$ cat config.mk
export PLATFORM = sky130hd
export DESIGN_NAME = cpu6502_execute_unit
export DESIGN_NICKNAME = d
export VERILOG_FILES = /design/src/cpu6502_pkg.sv /design/src/cpu6502_execute_unit.sv /design/src/cpu6502_state.sv /design/src/cpu6502_alu.sv
export SDC_FILE = /design/constraint.sdc
export NUM_CORES = 1
export LEC_CHECK = 0
export BUFFER_PORTS_ARGS = -buffer_cell sky130_fd_sc_hd__buf_2
export CELL_PAD_IN_SITES_DETAIL_PLACEMENT = 1
export CELL_PAD_IN_SITES_GLOBAL_PLACEMENT = 1
export CORE_MARGIN = 2
export CORE_UTILIZATION = 43
export CTS_CLUSTER_DIAMETER = 50
export CTS_CLUSTER_SIZE = 12
export DETAILED_ROUTE_END_ITERATION = 7
export PLACE_DENSITY = 0.84
export SETUP_SLACK_MARGIN = 0.15
export SLEW_MARGIN = 5
export SYNTH_ARGS = -nofsm -noshare
export SYNTH_HDL_FRONTEND = slang
export SYNTH_SLANG_ARGS = --single-unit
export TNS_END_PERCENT = 5
$ cat constraint.sdc
create_clock -name clock -period 4.2 [get_ports clock]
set_input_delay 0.21 -clock clock [delete_from_list [all_inputs] [get_ports clock]]
set_output_delay 0.21 -clock clock [all_outputs]
set_load 0.03 [all_outputs]
$ cat src/cpu6502_pkg.sv
// ----------------------------------------------------------------------------
// cpu6502_pkg
// Shared types, operation codes, flag positions and a flag helper for the 6502
// execute unit.
// ----------------------------------------------------------------------------
`default_nettype none

package cpu6502_pkg;

   // operation codes
   localparam logic [5:0] OP_ADC  = 6'd0;
   localparam logic [5:0] OP_SBC  = 6'd1;
   localparam logic [5:0] OP_AND  = 6'd2;
   localparam logic [5:0] OP_ORA  = 6'd3;
   localparam logic [5:0] OP_EOR  = 6'd4;
   localparam logic [5:0] OP_CMP  = 6'd5;
   localparam logic [5:0] OP_CPX  = 6'd6;
   localparam logic [5:0] OP_CPY  = 6'd7;
   localparam logic [5:0] OP_BIT  = 6'd8;
   localparam logic [5:0] OP_LDA  = 6'd9;
   localparam logic [5:0] OP_LDX  = 6'd10;
   localparam logic [5:0] OP_LDY  = 6'd11;
   localparam logic [5:0] OP_ASL  = 6'd12;
   localparam logic [5:0] OP_LSR  = 6'd13;
   localparam logic [5:0] OP_ROL  = 6'd14;
   localparam logic [5:0] OP_ROR  = 6'd15;
   localparam logic [5:0] OP_INC  = 6'd16;
   localparam logic [5:0] OP_DEC  = 6'd17;
   localparam logic [5:0] OP_INX  = 6'd18;
   localparam logic [5:0] OP_INY  = 6'd19;
   localparam logic [5:0] OP_DEX  = 6'd20;
   localparam logic [5:0] OP_DEY  = 6'd21;
   localparam logic [5:0] OP_TAX  = 6'd22;
   localparam logic [5:0] OP_TAY  = 6'd23;
   localparam logic [5:0] OP_TXA  = 6'd24;
   localparam logic [5:0] OP_TYA  = 6'd25;
   localparam logic [5:0] OP_TSX  = 6'd26;
   localparam logic [5:0] OP_TXS  = 6'd27;
   localparam logic [5:0] OP_CLC  = 6'd28;
   localparam logic [5:0] OP_SEC  = 6'd29;
   localparam logic [5:0] OP_CLI  = 6'd30;
   localparam logic [5:0] OP_SEI  = 6'd31;
   localparam logic [5:0] OP_CLD  = 6'd32;
   localparam logic [5:0] OP_SED  = 6'd33;
   localparam logic [5:0] OP_CLV  = 6'd34;
   localparam logic [5:0] OP_STA  = 6'd35;
   localparam logic [5:0] OP_STX  = 6'd36;
   localparam logic [5:0] OP_STY  = 6'd37;
   localparam logic [5:0] OP_BCC  = 6'd38;
   localparam logic [5:0] OP_BCS  = 6'd39;
   localparam logic [5:0] OP_BEQ  = 6'd40;
   localparam logic [5:0] OP_BNE  = 6'd41;
   localparam logic [5:0] OP_BMI  = 6'd42;
   localparam logic [5:0] OP_BPL  = 6'd43;
   localparam logic [5:0] OP_BVC  = 6'd44;
   localparam logic [5:0] OP_BVS  = 6'd45;
   localparam logic [5:0] OP_IDLE = 6'd46;

   // status bit positions
   localparam int FLAG_C = 0;
   localparam int FLAG_Z = 1;
   localparam int FLAG_I = 2;
   localparam int FLAG_D = 3;
   localparam int FLAG_V = 6;
   localparam int FLAG_N = 7;

   // decimal adjust constants
   localparam logic [5:0] BCD_MAX_DIGIT = 6'd9;
   localparam logic [5:0] BCD_ADJ_ADD   = 6'd6;
   localparam logic [5:0] BCD_ADJ_SUB   = 6'd10;

   typedef struct packed {
      logic [5:0] action;
      logic [7:0] operand;
      logic       to_accumulator;
   } cpu6502_req_type;

   typedef struct packed {
      logic [7:0] result;
      logic       write_back;
      logic [7:0] acc;
      logic [7:0] index_x;
      logic [7:0] index_y;
      logic [7:0] status;
      logic       branch_taken;
   } cpu6502_rsp_type;

   // programmer-visible register set
   typedef struct packed {
      logic [7:0] acc;
      logic [7:0] x;
      logic [7:0] y;
      logic [7:0] sp;
      logic [7:0] status;
   } cpu6502_arch_type;

   // update N and Z from a value
   function automatic logic [7:0] set_nz(input logic [7:0] st, input logic [7:0] v);
      logic [7:0] r;
      r = st;
      r[FLAG_Z] = (v == 8'd0);
      r[FLAG_N] = v[7];
      return r;
   endfunction

endpackage

`default_nettype wire

$ cat src/cpu6502_execute_unit.sv
// ----------------------------------------------------------------------------
// cpu6502_execute_unit
// Execute stage of a 6502: ALU, flags and register file, one operation a clock while the response is not stalled.
// ----------------------------------------------------------------------------
// Each request word carries one operation and its already fetched operand.
// The word lands in an input register, is executed against A, X, Y, S and P
// in one pass of combinational logic and the response word is captured in an
// output register; the register set updates at that same edge, so the next
// operation sees it. Throughput is one word per clock while the response
// is not stalled. A stalled response holds the input register full; a new
// request is taken when the input register is empty or the pipeline can move.
// After reset A, X, Y, S, P and the valid flags read zero.
`default_nettype none

module cpu6502_execute_unit (
   input  wire logic                         clock,
   input  wire logic                         reset,
   input  wire logic                         req_valid,
   output logic                              req_ready,
   input  wire cpu6502_pkg::cpu6502_req_type req_word,
   output logic                              rsp_valid,
   input  wire logic                         rsp_ready,
   output cpu6502_pkg::cpu6502_rsp_type      rsp_word
);

   logic                          in_valid_ff;
   logic                          in_valid_in;
   cpu6502_pkg::cpu6502_req_type  in_word_ff;
   logic                          out_valid_ff;
   logic                          out_valid_in;
   cpu6502_pkg::cpu6502_rsp_type  out_word_ff;
   logic                          advance;
   logic                          commit;
   logic                          req_take;
   cpu6502_pkg::cpu6502_arch_type cur_state;
   cpu6502_pkg::cpu6502_arch_type next_state;
   cpu6502_pkg::cpu6502_rsp_type  exec_rsp;

   // pipeline moves when the output register is free or being drained
   assign advance   = ~out_valid_ff | rsp_ready;
   assign commit    = advance & in_valid_ff;
   assign req_ready = ~in_valid_ff | advance;
   assign req_take  = req_valid & req_ready;

   always_comb begin
      if (req_take) begin
         in_valid_in = 1'b1;
      end else if (advance) begin
         in_valid_in = 1'b0;
      end else begin
         in_valid_in = in_valid_ff;
      end
      out_valid_in = advance ? in_valid_ff : out_valid_ff;
   end

   // valid flags
   always_ff @(posedge clock) begin
      if (reset) begin
         in_valid_ff  <= 1'b0;
         out_valid_ff <= 1'b0;
      end else begin
         in_valid_ff  <= in_valid_in;
         out_valid_ff <= out_valid_in;
      end
   end

   // payload registers
   always_ff @(posedge clock) begin
      if (req_take) begin
         in_word_ff <= req_word;
      end
      if (commit) begin
         out_word_ff <= exec_rsp;
      end
   end

   cpu6502_alu u_alu (
      .req        (in_word_ff),
      .cur_state  (cur_state),
      .next_state (next_state),
      .rsp        (exec_rsp)
   );

   cpu6502_state u_state (
      .clock      (clock),
      .reset      (reset),
      .commit     (commit),
      .next_state (next_state),
      .cur_state  (cur_state)
   );

   assign rsp_valid = out_valid_ff;
   assign rsp_word  = out_word_ff;

   // registers are clear right after reset
   a_reset_state: assert property (@(posedge clock)
      reset |=> (cur_state == '0))
      else $error("register set not cleared by reset");

   // status bits 5 and 4 are never set
   a_status_unused: assert property (@(posedge clock) disable iff (reset)
      cur_state.status[5:4] == 2'b00)
      else $error("unused status bits set");

   // result byte is zero unless it is written back
   a_result_zero: assert property (@(posedge clock) disable iff (reset)
      rsp_valid && !rsp_word.write_back |-> rsp_word.result == 8'd0)
      else $error("result byte without write back");

   // a taken branch never writes memory
   a_branch_no_wb: assert property (@(posedge clock) disable iff (reset)
      rsp_valid && rsp_word.branch_taken |-> !rsp_word.write_back)
      else $error("branch with write back");

   // register set only changes when an operation retires
   a_state_hold: assert property (@(posedge clock) disable iff (reset)
      !commit |=> $stable(cur_state))
      else $error("register set changed without retire");

   // a full pipeline with a stalled response takes no new request
   a_full_stall: assert property (@(posedge clock) disable iff (reset)
      in_valid_ff && out_valid_ff && !rsp_ready |-> !req_ready)
      else $error("request taken while pipeline full");

endmodule

`default_nettype wire

$ cat src/cpu6502_state.sv
// ----------------------------------------------------------------------------
// cpu6502_state
// Architectural registers A, X, Y, S and P, loaded when an operation retires.
// ----------------------------------------------------------------------------
`default_nettype none

module cpu6502_state (
   input  wire logic                          clock,
   input  wire logic                          reset,
   input  wire logic                          commit,
   input  wire cpu6502_pkg::cpu6502_arch_type next_state,
   output cpu6502_pkg::cpu6502_arch_type      cur_state
);

   cpu6502_pkg::cpu6502_arch_type arch_ff;
   cpu6502_pkg::cpu6502_arch_type arch_in;

   // hold unless an operation retires
   always_comb begin
      arch_in = commit ? next_state : arch_ff;
   end

   always_ff @(posedge clock) begin
      if (reset) begin
         arch_ff <= '0;
      end else begin
         arch_ff <= arch_in;
      end
   end

   assign cur_state = arch_ff;

endmodule

`default_nettype wire

$ cat src/cpu6502_alu.sv
// ----------------------------------------------------------------------------
// cpu6502_alu
// Combinational execute logic: one operation against the current register
// set, giving the next register set and the result word.
// ----------------------------------------------------------------------------
`default_nettype none

module cpu6502_alu (
   input  wire cpu6502_pkg::cpu6502_req_type  req,
   input  wire cpu6502_pkg::cpu6502_arch_type cur_state,
   output cpu6502_pkg::cpu6502_arch_type      next_state,
   output cpu6502_pkg::cpu6502_rsp_type       rsp
);

   logic [7:0] a;
   logic [7:0] m;
   logic       cin;
   logic       dec_mode;

   // adder results
   logic [4:0] lo_add;
   logic [5:0] lo_add_adj;
   logic       lo_add_cy;
   logic [4:0] hi_add;
   logic [5:0] hi_add_adj;
   logic [8:0] bin_sum;
   logic [7:0] add_res;
   logic       add_c;
   logic       add_v;

   // subtracter results
   logic [5:0] lo_sub;
   logic [5:0] lo_sub_adj;
   logic       lo_sub_bw;
   logic [5:0] hi_sub;
   logic [5:0] hi_sub_adj;
   logic       hi_sub_bw;
   logic [8:0] bin_diff;
   logic [7:0] sub_res;
   logic       sub_c;
   logic       sub_v;

   assign a        = cur_state.acc;
   assign m        = req.operand;
   assign cin      = cur_state.status[cpu6502_pkg::FLAG_C];
   assign dec_mode = cur_state.status[cpu6502_pkg::FLAG_D];

   // add with carry, binary and decimal
   always_comb begin
      lo_add     = {1'b0, a[3:0]} + {1'b0, m[3:0]} + {4'b0, cin};
      lo_add_adj = ({1'b0, lo_add} > cpu6502_pkg::BCD_MAX_DIGIT)
                   ? {1'b0, lo_add} + cpu6502_pkg::BCD_ADJ_ADD : {1'b0, lo_add};
      lo_add_cy  = (lo_add_adj[5:4] != 2'b00);
      hi_add     = {1'b0, a[7:4]} + {1'b0, m[7:4]} + {4'b0, lo_add_cy};
      hi_add_adj = ({1'b0, hi_add} > cpu6502_pkg::BCD_MAX_DIGIT)
                   ? {1'b0, hi_add} + cpu6502_pkg::BCD_ADJ_ADD : {1'b0, hi_add};
      bin_sum    = {1'b0, a} + {1'b0, m} + {8'b0, cin};
      if (dec_mode) begin
         add_res = {hi_add_adj[3:0], lo_add_adj[3:0]};
         add_c   = (hi_add_adj[5:4] != 2'b00);
         add_v   = 1'b0;
      end else begin
         add_res = bin_sum[7:0];
         add_c   = bin_sum[8];
         add_v   = ~(a[7] ^ m[7]) & (a[7] ^ bin_sum[7]);
      end
   end

   // subtract with borrow, binary and decimal
   always_comb begin
      lo_sub     = {2'b0, a[3:0]} - {2'b0, m[3:0]} - {5'b0, ~cin};
      lo_sub_bw  = lo_sub[5];
      lo_sub_adj = lo_sub_bw ? lo_sub + cpu6502_pkg::BCD_ADJ_SUB : lo_sub;
      hi_sub     = {2'b0, a[7:4]} - {2'b0, m[7:4]} - {5'b0, lo_sub_bw};
      hi_sub_bw  = hi_sub[5];
      hi_sub_adj = hi_sub_bw ? hi_sub + cpu6502_pkg::BCD_ADJ_SUB : hi_sub;
      bin_diff   = {1'b0, a} - {1'b0, m} - {8'b0, ~cin};
      if (dec_mode) begin
         sub_res = {hi_sub_adj[3:0], lo_sub_adj[3:0]};
         sub_c   = ~hi_sub_bw;
         sub_v   = 1'b0;
      end else begin
         sub_res = bin_diff[7:0];
         sub_c   = ~bin_diff[8];
         sub_v   = (a[7] ^ m[7]) & (a[7] ^ bin_diff[7]);
      end
   end

   // operation decode and register update
   always_comb begin
      logic [7:0] st;
      logic [7:0] wb_val;
      logic       wb;
      logic       taken;
      logic [7:0] shv;
      logic [7:0] shr;
      logic [8:0] cmp_diff;
      logic [7:0] cmp_reg;

      next_state = cur_state;
      st         = cur_state.status;
      wb_val     = 8'd0;
      wb         = 1'b0;
      taken      = 1'b0;
      shv        = req.to_accumulator ? a : m;
      shr        = 8'd0;
      cmp_reg    = (req.action == cpu6502_pkg::OP_CPX) ? cur_state.x :
                   (req.action == cpu6502_pkg::OP_CPY) ? cur_state.y : a;
      cmp_diff   = {1'b0, cmp_reg} - {1'b0, m};

      case (req.action)
         cpu6502_pkg::OP_ADC: begin
            st[cpu6502_pkg::FLAG_C] = add_c;
            st[cpu6502_pkg::FLAG_V] = add_v;
            st = cpu6502_pkg::set_nz(st, add_res);
            next_state.acc = add_res;
         end
         cpu6502_pkg::OP_SBC: begin
            st[cpu6502_pkg::FLAG_C] = sub_c;
            st[cpu6502_pkg::FLAG_V] = sub_v;
            st = cpu6502_pkg::set_nz(st, sub_res);
            next_state.acc = sub_res;
         end
         cpu6502_pkg::OP_AND: begin
            next_state.acc = a & m;
            st = cpu6502_pkg::set_nz(st, a & m);
         end
         cpu6502_pkg::OP_ORA: begin
            next_state.acc = a | m;
            st = cpu6502_pkg::set_nz(st, a | m);
         end
         cpu6502_pkg::OP_EOR: begin
            next_state.acc = a ^ m;
            st = cpu6502_pkg::set_nz(st, a ^ m);
         end
         cpu6502_pkg::OP_CMP, cpu6502_pkg::OP_CPX, cpu6502_pkg::OP_CPY: begin
            st[cpu6502_pkg::FLAG_C] = ~cmp_diff[8];
            st = cpu6502_pkg::set_nz(st, cmp_diff[7:0]);
         end
         cpu6502_pkg::OP_BIT: begin
            st[cpu6502_pkg::FLAG_Z] = ((a & m) == 8'd0);
            st[cpu6502_pkg::FLAG_V] = m[6];
            st[cpu6502_pkg::FLAG_N] = m[7];
         end
         cpu6502_pkg::OP_LDA: begin
            next_state.acc = m;
            st = cpu6502_pkg::set_nz(st, m);
         end
         cpu6502_pkg::OP_LDX: begin
            next_state.x = m;
            st = cpu6502_pkg::set_nz(st, m);
         end
         cpu6502_pkg::OP_LDY: begin
            next_state.y = m;
            st = cpu6502_pkg::set_nz(st, m);
         end
         cpu6502_pkg::OP_ASL, cpu6502_pkg::OP_LSR,
         cpu6502_pkg::OP_ROL, cpu6502_pkg::OP_ROR: begin
            if (req.action == cpu6502_pkg::OP_ASL || req.action == cpu6502_pkg::OP_ROL) begin
               st[cpu6502_pkg::FLAG_C] = shv[7];
               shr = {shv[6:0], (req.action == cpu6502_pkg::OP_ROL) & cin};
            end else begin
               st[cpu6502_pkg::FLAG_C] = shv[0];
               shr = {(req.action == cpu6502_pkg::OP_ROR) & cin, shv[7:1]};
            end
            st = cpu6502_pkg::set_nz(st, shr);
            if (req.to_accumulator) begin
               next_state.acc = shr;
            end else begin
               wb_val = shr;
               wb     = 1'b1;
            end
         end
         cpu6502_pkg::OP_INC: begin
            wb_val = m + 8'd1;
            wb     = 1'b1;
            st     = cpu6502_pkg::set_nz(st, m + 8'd1);
         end
         cpu6502_pkg::OP_DEC: begin
            wb_val = m - 8'd1;
            wb     = 1'b1;
            st     = cpu6502_pkg::set_nz(st, m - 8'd1);
         end
         cpu6502_pkg::OP_INX: begin
            next_state.x = cur_state.x + 8'd1;
            st = cpu6502_pkg::set_nz(st, cur_state.x + 8'd1);
         end
         cpu6502_pkg::OP_INY: begin
            next_state.y = cur_state.y + 8'd1;
            st = cpu6502_pkg::set_nz(st, cur_state.y + 8'd1);
         end
         cpu6502_pkg::OP_DEX: begin
            next_state.x = cur_state.x - 8'd1;
            st = cpu6502_pkg::set_nz(st, cur_state.x - 8'd1);
         end
         cpu6502_pkg::OP_DEY: begin
            next_state.y = cur_state.y - 8'd1;
            st = cpu6502_pkg::set_nz(st, cur_state.y - 8'd1);
         end
         cpu6502_pkg::OP_TAX: begin
            next_state.x = a;
            st = cpu6502_pkg::set_nz(st, a);
         end
         cpu6502_pkg::OP_TAY: begin
            next_state.y = a;
            st = cpu6502_pkg::set_nz(st, a);
         end
         cpu6502_pkg::OP_TXA: begin
            next_state.acc = cur_state.x;
            st = cpu6502_pkg::set_nz(st, cur_state.x);
         end
         cpu6502_pkg::OP_TYA: begin
            next_state.acc = cur_state.y;
            st = cpu6502_pkg::set_nz(st, cur_state.y);
         end
         cpu6502_pkg::OP_TSX: begin
            next_state.x = cur_state.sp;
            st = cpu6502_pkg::set_nz(st, cur_state.sp);
         end
         cpu6502_pkg::OP_TXS: next_state.sp = cur_state.x;
         cpu6502_pkg::OP_CLC: st[cpu6502_pkg::FLAG_C] = 1'b0;
         cpu6502_pkg::OP_SEC: st[cpu6502_pkg::FLAG_C] = 1'b1;
         cpu6502_pkg::OP_CLI: st[cpu6502_pkg::FLAG_I] = 1'b0;
         cpu6502_pkg::OP_SEI: st[cpu6502_pkg::FLAG_I] = 1'b1;
         cpu6502_pkg::OP_CLD: st[cpu6502_pkg::FLAG_D] = 1'b0;
         cpu6502_pkg::OP_SED: st[cpu6502_pkg::FLAG_D] = 1'b1;
         cpu6502_pkg::OP_CLV: st[cpu6502_pkg::FLAG_V] = 1'b0;
         cpu6502_pkg::OP_STA: begin
            wb_val = a;
            wb     = 1'b1;
         end
         cpu6502_pkg::OP_STX: begin
            wb_val = cur_state.x;
            wb     = 1'b1;
         end
         cpu6502_pkg::OP_STY: begin
            wb_val = cur_state.y;
            wb     = 1'b1;
         end
         cpu6502_pkg::OP_BCC: taken = ~st[cpu6502_pkg::FLAG_C];
         cpu6502_pkg::OP_BCS: taken =  st[cpu6502_pkg::FLAG_C];
         cpu6502_pkg::OP_BEQ: taken =  st[cpu6502_pkg::FLAG_Z];
         cpu6502_pkg::OP_BNE: taken = ~st[cpu6502_pkg::FLAG_Z];
         cpu6502_pkg::OP_BMI: taken =  st[cpu6502_pkg::FLAG_N];
         cpu6502_pkg::OP_BPL: taken = ~st[cpu6502_pkg::FLAG_N];
         cpu6502_pkg::OP_BVC: taken = ~st[cpu6502_pkg::FLAG_V];
         cpu6502_pkg::OP_BVS: taken =  st[cpu6502_pkg::FLAG_V];
         cpu6502_pkg::OP_IDLE: taken = 1'b0;
         // unused codes leave everything as it is
         default: taken = 1'b0;
      endcase

      next_state.status = st;

      rsp.result       = wb_val;
      rsp.write_back   = wb;
      rsp.acc          = next_state.acc;
      rsp.index_x      = next_state.x;
      rsp.index_y      = next_state.y;
      rsp.status       = st;
      rsp.branch_taken = taken;
   end

endmodule

`default_nettype wire

==> qor.yml, run 1 <==
yosysWarnings: 0
synth_area_leaders: "edfxtp_1 (18%), ha_1 (9.1%), dfxtp_1 (8.6%)"
rows: 53
cts.sinks: 95
stdcell_area_um2: 10800
layout.cells.non_filler: 1486
synth_top_family_by_area: "compound AO/OA/AOI/OAI gates"
ant_nets: 0
synth-simple-area-share: 0.230
first_pass_iters: 8
grt_pass1_vias: 9994
max_cap_violations: 0
synth_flop_cell: "edfxtp_1"
synth_xor_area_frac: 0.0524
setup_viol: 0
die_h_um: 151
crit_start: "in_word_ff[1]$_DFFE_PP_"
nets: 1302
htreeDepth: 3
cts_tree: "done"
crit_required_ps: 4500
max_freq_mhz: 244
start_util: 0.442
whs_ps: 12.8
num-fill-cells: 2540
wl_um: 39100
syn_avg_cell_area_um2: 8.23
wl_per_cell_um: 26.3
hpwl_um: 28400
antenna_found_initial: 1
async_flop_share: 0
synth_seq_area_share: 0.262
rsz0062_at_grt: "yes"
overflow: 0
root_buffer: "clkbuf_16"
endpoint: "u_state.cur_state[1]$_SDFFE_PP0P_"
hold_viol_final: 0
reg2reg_to: "u_state.cur_state[1]$_SDFFE_PP0P_"
dpl.cell_count: 1464
antenna_cells: 0
r2r_cells: 17
track_usage: 0.341
cts_buffer_depth: 2
crit_fanout: 3
multi_input_area_um2: 6510
rr_startpoint: "in_word_ff[1]$_DFFE_PP_"
synth_fa_ha_area_frac: 0.110
synth_edf_count: 55
grt_first_pass_wirelength_um: 59000
drc: 28
synth_cell_types: 94
peakVddDrop_mv: 0.195
synthCells: 1135
criticalPathCategory: "reg -> reg"
grt_max_degree: 40
design.core.area_um2: 21200
power_per_cell_area_nw_per_um2: 296
fin_crit_ps: 4090
final-seq-area_um2: 2450
die_w_um: 151
drive_above_1_share: 0.197
numCtsBuffers: 9
yosys-mux-area-fraction: 0.0402
syn_area_um2: 9340
synth-seq-cells: 95
synth.top_cell.area_share: 0.177
final.setup.worst_slack_ps: 107
io_pins: 63
ff2ff_setup_slack_ps: 110
ctsHoldBuffers: 0
p_leak_uw: 0.00429
netlist_top_cells_count: "nor2_1 (114), nand2_1 (92), a21oi_1 (76)"
post_dp_cell_area_um2: 10300
fin_crit_sh: 0.975
violations: "DRC"
synthToLayoutAreaGrowth_pct: 15.3
worst_pin_slew_ps: 1230
drt_iter0_markers: 1370
routed_via_density: 6.81
arrival_ps: 4390
clock_latency_ps: 390
maxSlewHeadroom: 0.175
die_area_um2: 22900
yosysTopAreaCell: "edfxtp_1"
clkTransAtPathRegs_ps: 100
vias: 10100
fin_tns_setup_ps: 0
yosysMostFrequentCell: "nor2_1"
synth_compound_area_frac: 0.241
endpoint_kind: "register"
hold_path_class: "in -> reg"
place_ws_ps: -147
fin_skew_ps: 23.8
outcome: "finished, violations left"
gp_congestion: 1.08
slew_viol_final: 0
port_buffers: 60
critPathLaunchType: "register"
-- worst min-delay path by stage --
stage                       from                       end  slack (ps)  cells after the start
floorplan            req_word[0]   in_word_ff[0]$_DFFE_PP_         310                      0
global placement     req_word[8]   in_word_ff[8]$_DFFE_PP_         390                      1
detailed placement   req_word[6]   in_word_ff[6]$_DFFE_PP_         390                      1
CTS                 req_word[11]  in_word_ff[11]$_DFFE_PP_          20                      1
global route         req_word[8]   in_word_ff[8]$_DFFE_PP_          20                      1
finish              req_word[11]  in_word_ff[11]$_DFFE_PP_          10                      1
-- cell usage in the layout, fill, tap and decap left out, drive strengths merged, types with 31 or more instances in the layout --
master,n
nand3,31
ha,68
o21ai,49
buf,144
nor2,121
edfxtp,55
xnor2,40
dfxtp,40
nand2,93
a21oi,76
nor3,37
inv,61
-- layer usage --
| metal | global-route usage | vias to the layer above | wire [um] |
|---|---|---|---|
| li1 | - | 4366 | - |
| met3 | 0.0964 | 174 | 4450 |
| met5 | 0 | - | 7 |
| met4 | 0.147 | 2 | 1890 |
| met1 | 0.453 | 4900 | 15700 |
| met2 | 0.516 | 673 | 17100 |
-- final cells by class --
type                    instances  share of cell area
clock buffers                  10              0.0213
clock inverters                 6             0.00639
inverters                      59              0.0213
multi-input cells             897               0.605
flip-flops and latches         95               0.228
well taps                     275              0.0320
repair buffers                144              0.0868
-- critical path, cell delays in order (launching register included) --
cell,delay [ps]
edfxtp_1,450
clkinv_4,90
fa_2,420
inv_2,80
fa_2,440
inv_2,110
a21oi_2,60
a21o_1,190
fa_2,420
buf_4,160
nor2b_1,130
o21ai_0,120
mux2_2,350
a2111oi_4,360
a31oi_2,90
nor2_1,110
nand4_1,160
a311oi_2,300
-- where the power goes --
group          internal [uW]  leakage (uW)  switching (uW)  total [uW]
Clock                    471      0.000149             447         918
Combinational            442       0.00328             742        1180
Sequential              1040      0.000857            50.5        1090
Total                   1950       0.00429            1240        3190
-- sequential cells by signal, indices dropped and copies added, names as in the netlist --
name               count
in_word_ff            15
in_valid_ff            1
u_state.cur_state     38
rsp_word              40
rsp_valid              1
-- logic make-up after synthesis --
| logic type | count (synthesis) |
|---|---|
| other cells | 1 |
| fa+ha+maj | 77 |
| simple gates | 414 |
| flops | 95 |
| buf+inv | 144 |
| mux | 31 |
| compound gates | 318 |
| xor+xnor | 55 |
-- what timing repair did --
| action | 4_1_cts | 5_1_grt |
|---|---|---|
| pin swaps | 5 | 15 |
| setup buffers | 4 | 2 |
| resized for setup | 14 | 24 |
| endpoints found under the setup margin | 12 | 12 |
| cloned | 0 | 0 |
-- per-stage QoR --
step / utilization / total power, uW
after floorplan: - / 1840
after global placement: 0.485 / 2150
after detailed placement: 0.485 / 2190
after CTS: 0.503 / 3110
after global routing: 0.509 / 3300
final: 0.509 / 3190
No activity file was read; power rests on OpenSTA's default activity.
==> run 2, diff against run 1 <==
--- a/config.mk
+++ b/config.mk
@@ -13,7 +13,7 @@
 export CTS_CLUSTER_DIAMETER = 50
 export CTS_CLUSTER_SIZE = 12
 export DETAILED_ROUTE_END_ITERATION = 7
-export PLACE_DENSITY = 0.84
+export PLACE_DENSITY_LB_ADDON = 0.05
 export SETUP_SLACK_MARGIN = 0.15
 export SLEW_MARGIN = 5
 export SYNTH_ARGS = -nofsm -noshare
==> run 2 against run 1 <==
Net effect:
- the run now ends clean
- cell count decreased by 0.13%
- clock-buffer cell count increased by 1
- clock power increased by 3.1%
- first-iteration DRC count decreased by 18%
- worst hold slack improved by 4.1 ps
- largest cell class unchanged
==> qor.yml, run 2 (synthesis results as in run 1) <==
antenna_found_initial: 0
final.setup.worst_slack_ps: 14.8
intPower_uw: 2020
seq_power_share: 0.341
gp_congestion: 1.03
cpMaxStageDelayCell: "edfxtp_1"
clock_latency_ps: 360
numCtsBuffers: 9
ctsHoldBuffers: 0
route.met2.wl_um: 16800
drive_above_1_share: 0.198
crit_required_ps: 4300
grt_first_pass_wirelength_um: 59700
reg2reg_to: "rsp_word[32]$_DFFE_PP_"
cts_buffer_depth: 2
worstHoldPathCells: 1
whs_ps: 16.9
fin_crit_ps: 4190
final-seq-area_um2: 2450
max_cap_violations: 0
ff2ff_setup_slack_ps: 10
drc: 0
cts.sinks: 95
cpPeakStageDelay_ps: 480
fin_skew_ps: 10.9
crit_fanout: 4
final_cell_mix: "nor2_1 (114), nand2_1 (91), buf_4 (81)"
rows: 53
root_buffer: "clkbuf_16"
drt-met1-wl_um: 17600
wl_per_cell_um: 26.5
min-delay-start: "req_word[2]"
critPathLaunchType: "register"
multi_input_area_um2: 6500
place_ws_ps: -191
final_common_cell: "nor2_1"
peakVddDrop_mv: 0.218
synthToLayoutAreaGrowth_pct: 15.2
hold_path_class: "in -> reg"
cts_tree: "done"
grt_pass1_vias: 9788
arrival_ps: 4280
wl_um: 39400
worst_path_most_repeated_cell: "fa_2"
finish.utilization: 0.509
die_h_um: 151
worst_pin_slew_ps: 1040
nets: 1300
first_pass_iters: 7
rsz0062_at_grt: "yes"
p_leak_uw: 0.00429
die_w_um: 151
endpoint_kind: "register"
vias: 9846
slew_viol_final: 0
criticalPathCategory: "reg -> reg"
power_frac_comb: 0.365
max_freq_mhz: 239
wl_met3_um: 3760
io_pins: 63
port_buffers: 60
routed_via_density: 6.63
hpwl_um: 28900
swShare: 0.372
ant_nets: 0
r2r_cells: 17
start_util: 0.442
outcome: "finished, final reports clean"
antenna_cells: 0
drt_iter0_markers: 1122
maxSlewHeadroom: 0.301
power_per_cell_area_nw_per_um2: 298
track_usage: 0.348
htreeDepth: 3
fin_crit_sh: 0.996
clkTransAtPathRegs_ps: 80
hold_viol_final: 0
crit_chain: "clkinv_4, fa_2, inv_2, fa_2, inv_2, a21oi_2, a21o_1, fa_2, inv_2, fa_2, o22ai_1, o21ai_2, o2111ai_2, o221ai_2, a211oi_2, o211a_1, o21ai_1"
overflow: 0
die_area_um2: 22900
clkPwrFrac: 0.294
setup_viol: 0
hold_end: "in_word_ff[2]$_DFFE_PP_"
num-fill-cells: 2501
rr_startpoint: "in_word_ff[1]$_DFFE_PP_"
top_layer: "met4"
fin_total_pwr_uw: 3210
switchingPower_uw: 1190
design.core.area_um2: 21200
grt_max_degree: 40
largest_reg_flops: 40
==> run 2: changes by cell type in the layout (fill, tap and decap cells not counted), moves of 2 or more <==
cell | previous run | this run
ha_1 | 67 | 65
a21oi_1 | 71 | 73
o21ai_1 | 8 | 5
nor2_1 | 112 | 114
inv_2 | 7 | 9
o21ai_0 | 41 | 43
ha_2 | 0 | 2
buf_4 | 83 | 81
nor2_2 | 8 | 6
==> run 2: timing repair <==
item / in CTS / in global routing
gates resized for setup: 15 / 19
gates cloned: 0 / 0
pin swaps: 8 / 16
setup buffers: 5 / 3
endpoints found under the setup margin: 12 / 14
==> run 2: power by group through the flow <==
stage                     clock network, uW  logic, uW  registers, uW
final                                   946       1170           1090
after global routing                    987       1260           1100
after floorplan                           0        713           1130
after detailed placement                  0       1080           1110
after CTS                               952       1120           1090
after global placement                    0       1060           1110
==> run 2: area by class of cell <==
| type | instances | share of cell area |
|---|---|---|
| tap | 275 | 0.0320 |
| clock buffer | 11 | 0.0226 |
| sequential | 95 | 0.228 |
| inverter | 59 | 0.0210 |
| timing repair buffer | 142 | 0.0854 |
| clock inverter | 5 | 0.00744 |
| multi-input combinational | 897 | 0.604 |
==> run 2: worst max-delay path: cells and delay by family (launching register included) <==
| family | cells | cell delay, ps |
|---|---|---|
| buf+inv | 4 | 330 |
| fa+ha+maj | 4 | 1710 |
| compound gates | 9 | 1400 |
| flops | 1 | 480 |
==> run 2: per-layer routing <==
layer  up-vias  GRT usage
met5         -          0
met2       525      0.521
li1       4355          -
met4         0      0.107
met1      4873      0.498
met3        93     0.0780
==> run 2: worst max path at each step <==
| stage | end | depth (start not counted) | start | slack [ps] |
|---|---|---|---|---|
| after floorplan | rsp_word[32]$_DFFE_PP_ | 20 | in_word_ff[1]$_DFFE_PP_ | 40 |
| after global placement | u_state.cur_state[1]$_SDFFE_PP0P_ | 18 | in_word_ff[1]$_DFFE_PP_ | -30 |
| after detailed placement | u_state.cur_state[1]$_SDFFE_PP0P_ | 19 | u_state.cur_state[32]$_SDFFE_PP0P_ | -190 |
| after CTS | u_state.cur_state[7]$_SDFFE_PP0P_ | 19 | in_word_ff[1]$_DFFE_PP_ | 80 |
| after global routing | rsp_word[32]$_DFFE_PP_ | 18 | in_word_ff[1]$_DFFE_PP_ | -180 |
| final | rsp_word[32]$_DFFE_PP_ | 17 | in_word_ff[1]$_DFFE_PP_ | 10 |
==> run 2: per-stage QoR <==
stage	TNS [ps]	instances	area, um^2
finish	0	1484	10800
CTS	0	1481	10700
detailed placement	-825	1460	10200
global route	-859	1484	10800
global placement	-31.6	1460	10200
floorplan	0	1136	9410
==> run 3, diff against run 2 <==
--- a/config.mk
+++ b/config.mk
@@ -5,15 +5,17 @@
 export SDC_FILE = /design/constraint.sdc
 export NUM_CORES = 1
 export LEC_CHECK = 0
+export ABC_AREA = 1
 export BUFFER_PORTS_ARGS = -buffer_cell sky130_fd_sc_hd__buf_2
 export CELL_PAD_IN_SITES_DETAIL_PLACEMENT = 1
 export CELL_PAD_IN_SITES_GLOBAL_PLACEMENT = 1
 export CORE_MARGIN = 2
-export CORE_UTILIZATION = 43
+export CORE_UTILIZATION = 41
 export CTS_CLUSTER_DIAMETER = 50
 export CTS_CLUSTER_SIZE = 12
 export DETAILED_ROUTE_END_ITERATION = 7
 export PLACE_DENSITY_LB_ADDON = 0.05
+export REMOVE_ABC_BUFFERS = 1
 export SETUP_SLACK_MARGIN = 0.15
 export SLEW_MARGIN = 5
 export SYNTH_ARGS = -nofsm -noshare
==> run 3 against run 2 <==
Net effect:
- cell count is 11% higher
- routed wire length is 4.3% higher
- clock skew is 2.6 ps higher
- synthesized area is 5.7% lower
- first-iteration DRC count is 26% lower
- utilization is 2.5 points lower
- register-to-register slack better by 280 ps
- worst hold slack worse by 13 ps
- combinational power is 6% higher
- clock power is 6.6% lower
- maximum frequency is 7.1% higher
- largest power group unchanged
==> qor.yml, run 3 <==
crit_chain: "inv_2, fa_2, inv_2, fa_2, xnor2_4, buf_6, a21oi_4, mux2i_2, fa_2, inv_2, fa_2, xnor2_2, buf_4, ha_4, nand2_1, nand3_2, nand3_1, nor2_1, nand3_1, nand4_1, nor2_1, nor2_1"
ctsHoldBuffers: 0
io_pins: 63
async_flop_share: 0
worst_pin_slew_ps: 830
place_ws_ps: 193
drt_iter0_markers: 835
drc: 0
hold_path_class: "in -> reg"
maxSlewHeadroom: 0.442
max_cap_violations: 0
endpoint_kind: "register"
cts.sinks: 95
critPathLaunchType: "register"
antenna_found_initial: 0
root_buffer: "clkbuf_16"
syn_area_um2: 8810
synth_edf_count: 55
grt_max_degree: 44
p_leak_uw: 0.00480
fin_tns_setup_ps: 0
worst_path_most_repeated_cell: "fa_2"
gp_congestion: 1.03
htreeDepth: 3
cpMaxStageDelayCell: "fa_2"
design.core.area_um2: 21100
nets: 1458
synthToLayoutAreaGrowth_pct: 15.7
start_util: 0.418
wl_per_cell_um: 25.0
grt_first_pass_wirelength_um: 60500
criticalPathCategory: "reg -> reg"
max_freq_mhz: 256
fin_crit_sh: 0.930
synth_cell_types: 53
largest_reg_flops: 40
grt_pass1_vias: 9676
ant_nets: 0
cpPeakStageDelay_ps: 440
rr_startpoint: "in_word_ff[1]$_DFFE_PP_"
syn_avg_cell_area_um2: 6.96
wl_um: 41100
worstHoldPathCells: 1
reg2reg_to: "u_state.cur_state[1]$_SDFFE_PP0P_"
clock_latency_ps: 380
synth_area_leaders: "edfxtp_1 (19%), nand2_1 (11%), ha_1 (9.7%)"
finish.utilization: 0.484
yosysMostFrequentCell: "nand2_1"
rsz0062_at_grt: "no"
synthCells: 1266
die_area_um2: 22700
final_cell_mix: "nand2_1 (253), inv_1 (158), nor2_1 (119)"
outcome: "finished, final reports clean"
yosysWarnings: 0
min-delay-start: "req_word[9]"
routed_via_density: 6.05
numCtsBuffers: 9
synth.top_cell.area_share: 0.187
cts_tree: "done"
cts_buffer_depth: 2
first_pass_iters: 5
crit_required_ps: 4500
fin_crit_ps: 3910
arrival_ps: 4210
overflow: 0
rows: 53
fin_skew_ps: 13.6
yosysTopAreaCell: "edfxtp_1"
clkTransAtPathRegs_ps: 90
hold_end: "in_word_ff[9]$_DFFE_PP_"
hold_viol_final: 0
vias: 9938
port_buffers: 60
r2r_cells: 22
final.setup.worst_slack_ps: 293
setup_viol: 0
synth-seq-cells: 95
crit_fanout: 3
peakVddDrop_mv: 0.177
die_w_um: 151
die_h_um: 151
synth_seq_area_share: 0.278
netlist_top_cells_count: "nand2_1 (260), inv_1 (164), nor2_1 (120)"
ff2ff_setup_slack_ps: 290
hpwl_um: 31900
slew_viol_final: 0
drive_above_1_share: 0.149
final_common_cell: "nand2_1"
power_per_cell_area_nw_per_um2: 316
synth_flop_cell: "edfxtp_1"
track_usage: 0.363
==> run 3: cells by family (layout without fill, tap and decap cells) <==
kind of cell,after synthesis,count (layout),synth area share
xor+xnor,45,45,0.0447
buf+inv,219,319,0.0967
compound gates,274,274,0.188
flops,95,95,0.278
fa+ha+maj,77,77,0.117
mux,2,2,0.00241
other cells,1,4,0.000426
simple gates,553,553,0.273
==> run 3: routing by layer <==
metal  share of wire  global-route usage  vias to the layer above
met1            0.41               0.468                     4831
met5               0                   0                        -
met3           0.079              0.0712                      135
li1                -                   -                     4499
met2            0.45               0.578                      473
met4           0.056               0.183                        0
==> run 3: metrics by stage <==
stage	hold slack [ps]	instance area [um^2]	power [uW]	cells
after floorplan	279	8650	1840	1232
after global placement	388	9700	2220	1620
after detailed placement	389	9700	2250	1620
after CTS	5.42	9990	3130	1636
after global routing	0.310	10200	3380	1642
final	3.53	10200	3230	1644
==> run 3: how the worst max path moves through the flow <==
stage                            startpoint  cells after the start  slack (ps)                           endpoint
CTS                 in_word_ff[1]$_DFFE_PP_                     23         170  u_state.cur_state[1]$_SDFFE_PP0P_
finish              in_word_ff[1]$_DFFE_PP_                     22         290  u_state.cur_state[1]$_SDFFE_PP0P_
global placement    in_word_ff[1]$_DFFE_PP_                     21         300              rsp_word[2]$_DFFE_PP_
detailed placement  in_word_ff[1]$_DFFE_PP_                     23         190  u_state.cur_state[1]$_SDFFE_PP0P_
global route        in_word_ff[1]$_DFFE_PP_                     24          60  u_state.cur_state[1]$_SDFFE_PP0P_
floorplan           in_word_ff[1]$_DFFE_PP_                     21         170              rsp_word[2]$_DFFE_PP_
==> run 3: where the power goes <==
group          leakage, uW  internal [uW]  switching (uW)
clock network     0.000143            423             462
registers         0.000856           1050            54.0
logic              0.00381            410             831
total              0.00480           1880            1350
==> run 3: cell type report <==
| class | instances | area (um^2) |
|---|---|---|
| fill | 2824 | 10900 |
| inverter | 184 | 693 |
| sequential | 95 | 2450 |
| clock inverter | 7 | 72.6 |
| clock buffer | 9 | 225 |
| antenna | 2 | 5.00 |
| multi-input combinational | 953 | 5650 |
| timing repair buffer | 119 | 754 |
| tap | 275 | 344 |
==> run 3: timing repair <==
action / in CTS / in global routing
setup endpoints to repair: 0 / 12
buffers inserted: 0 / 6
endpoints found under the hold margin: 0 / 0
resized for setup: 0 / 40
==> run 3: worst max-delay path: cells and delay by family (launching register included) <==
kind / cells / cell delay (ps)
AO/OA/AOI/OAI: 1 / 140
AND/OR/NAND/NOR: 8 / 660
buffers and inverters: 5 / 480
flip-flops: 1 / 420
XOR/XNOR: 2 / 330
multiplexers: 1 / 280
adder cells (fa/ha/maj): 5 / 1500
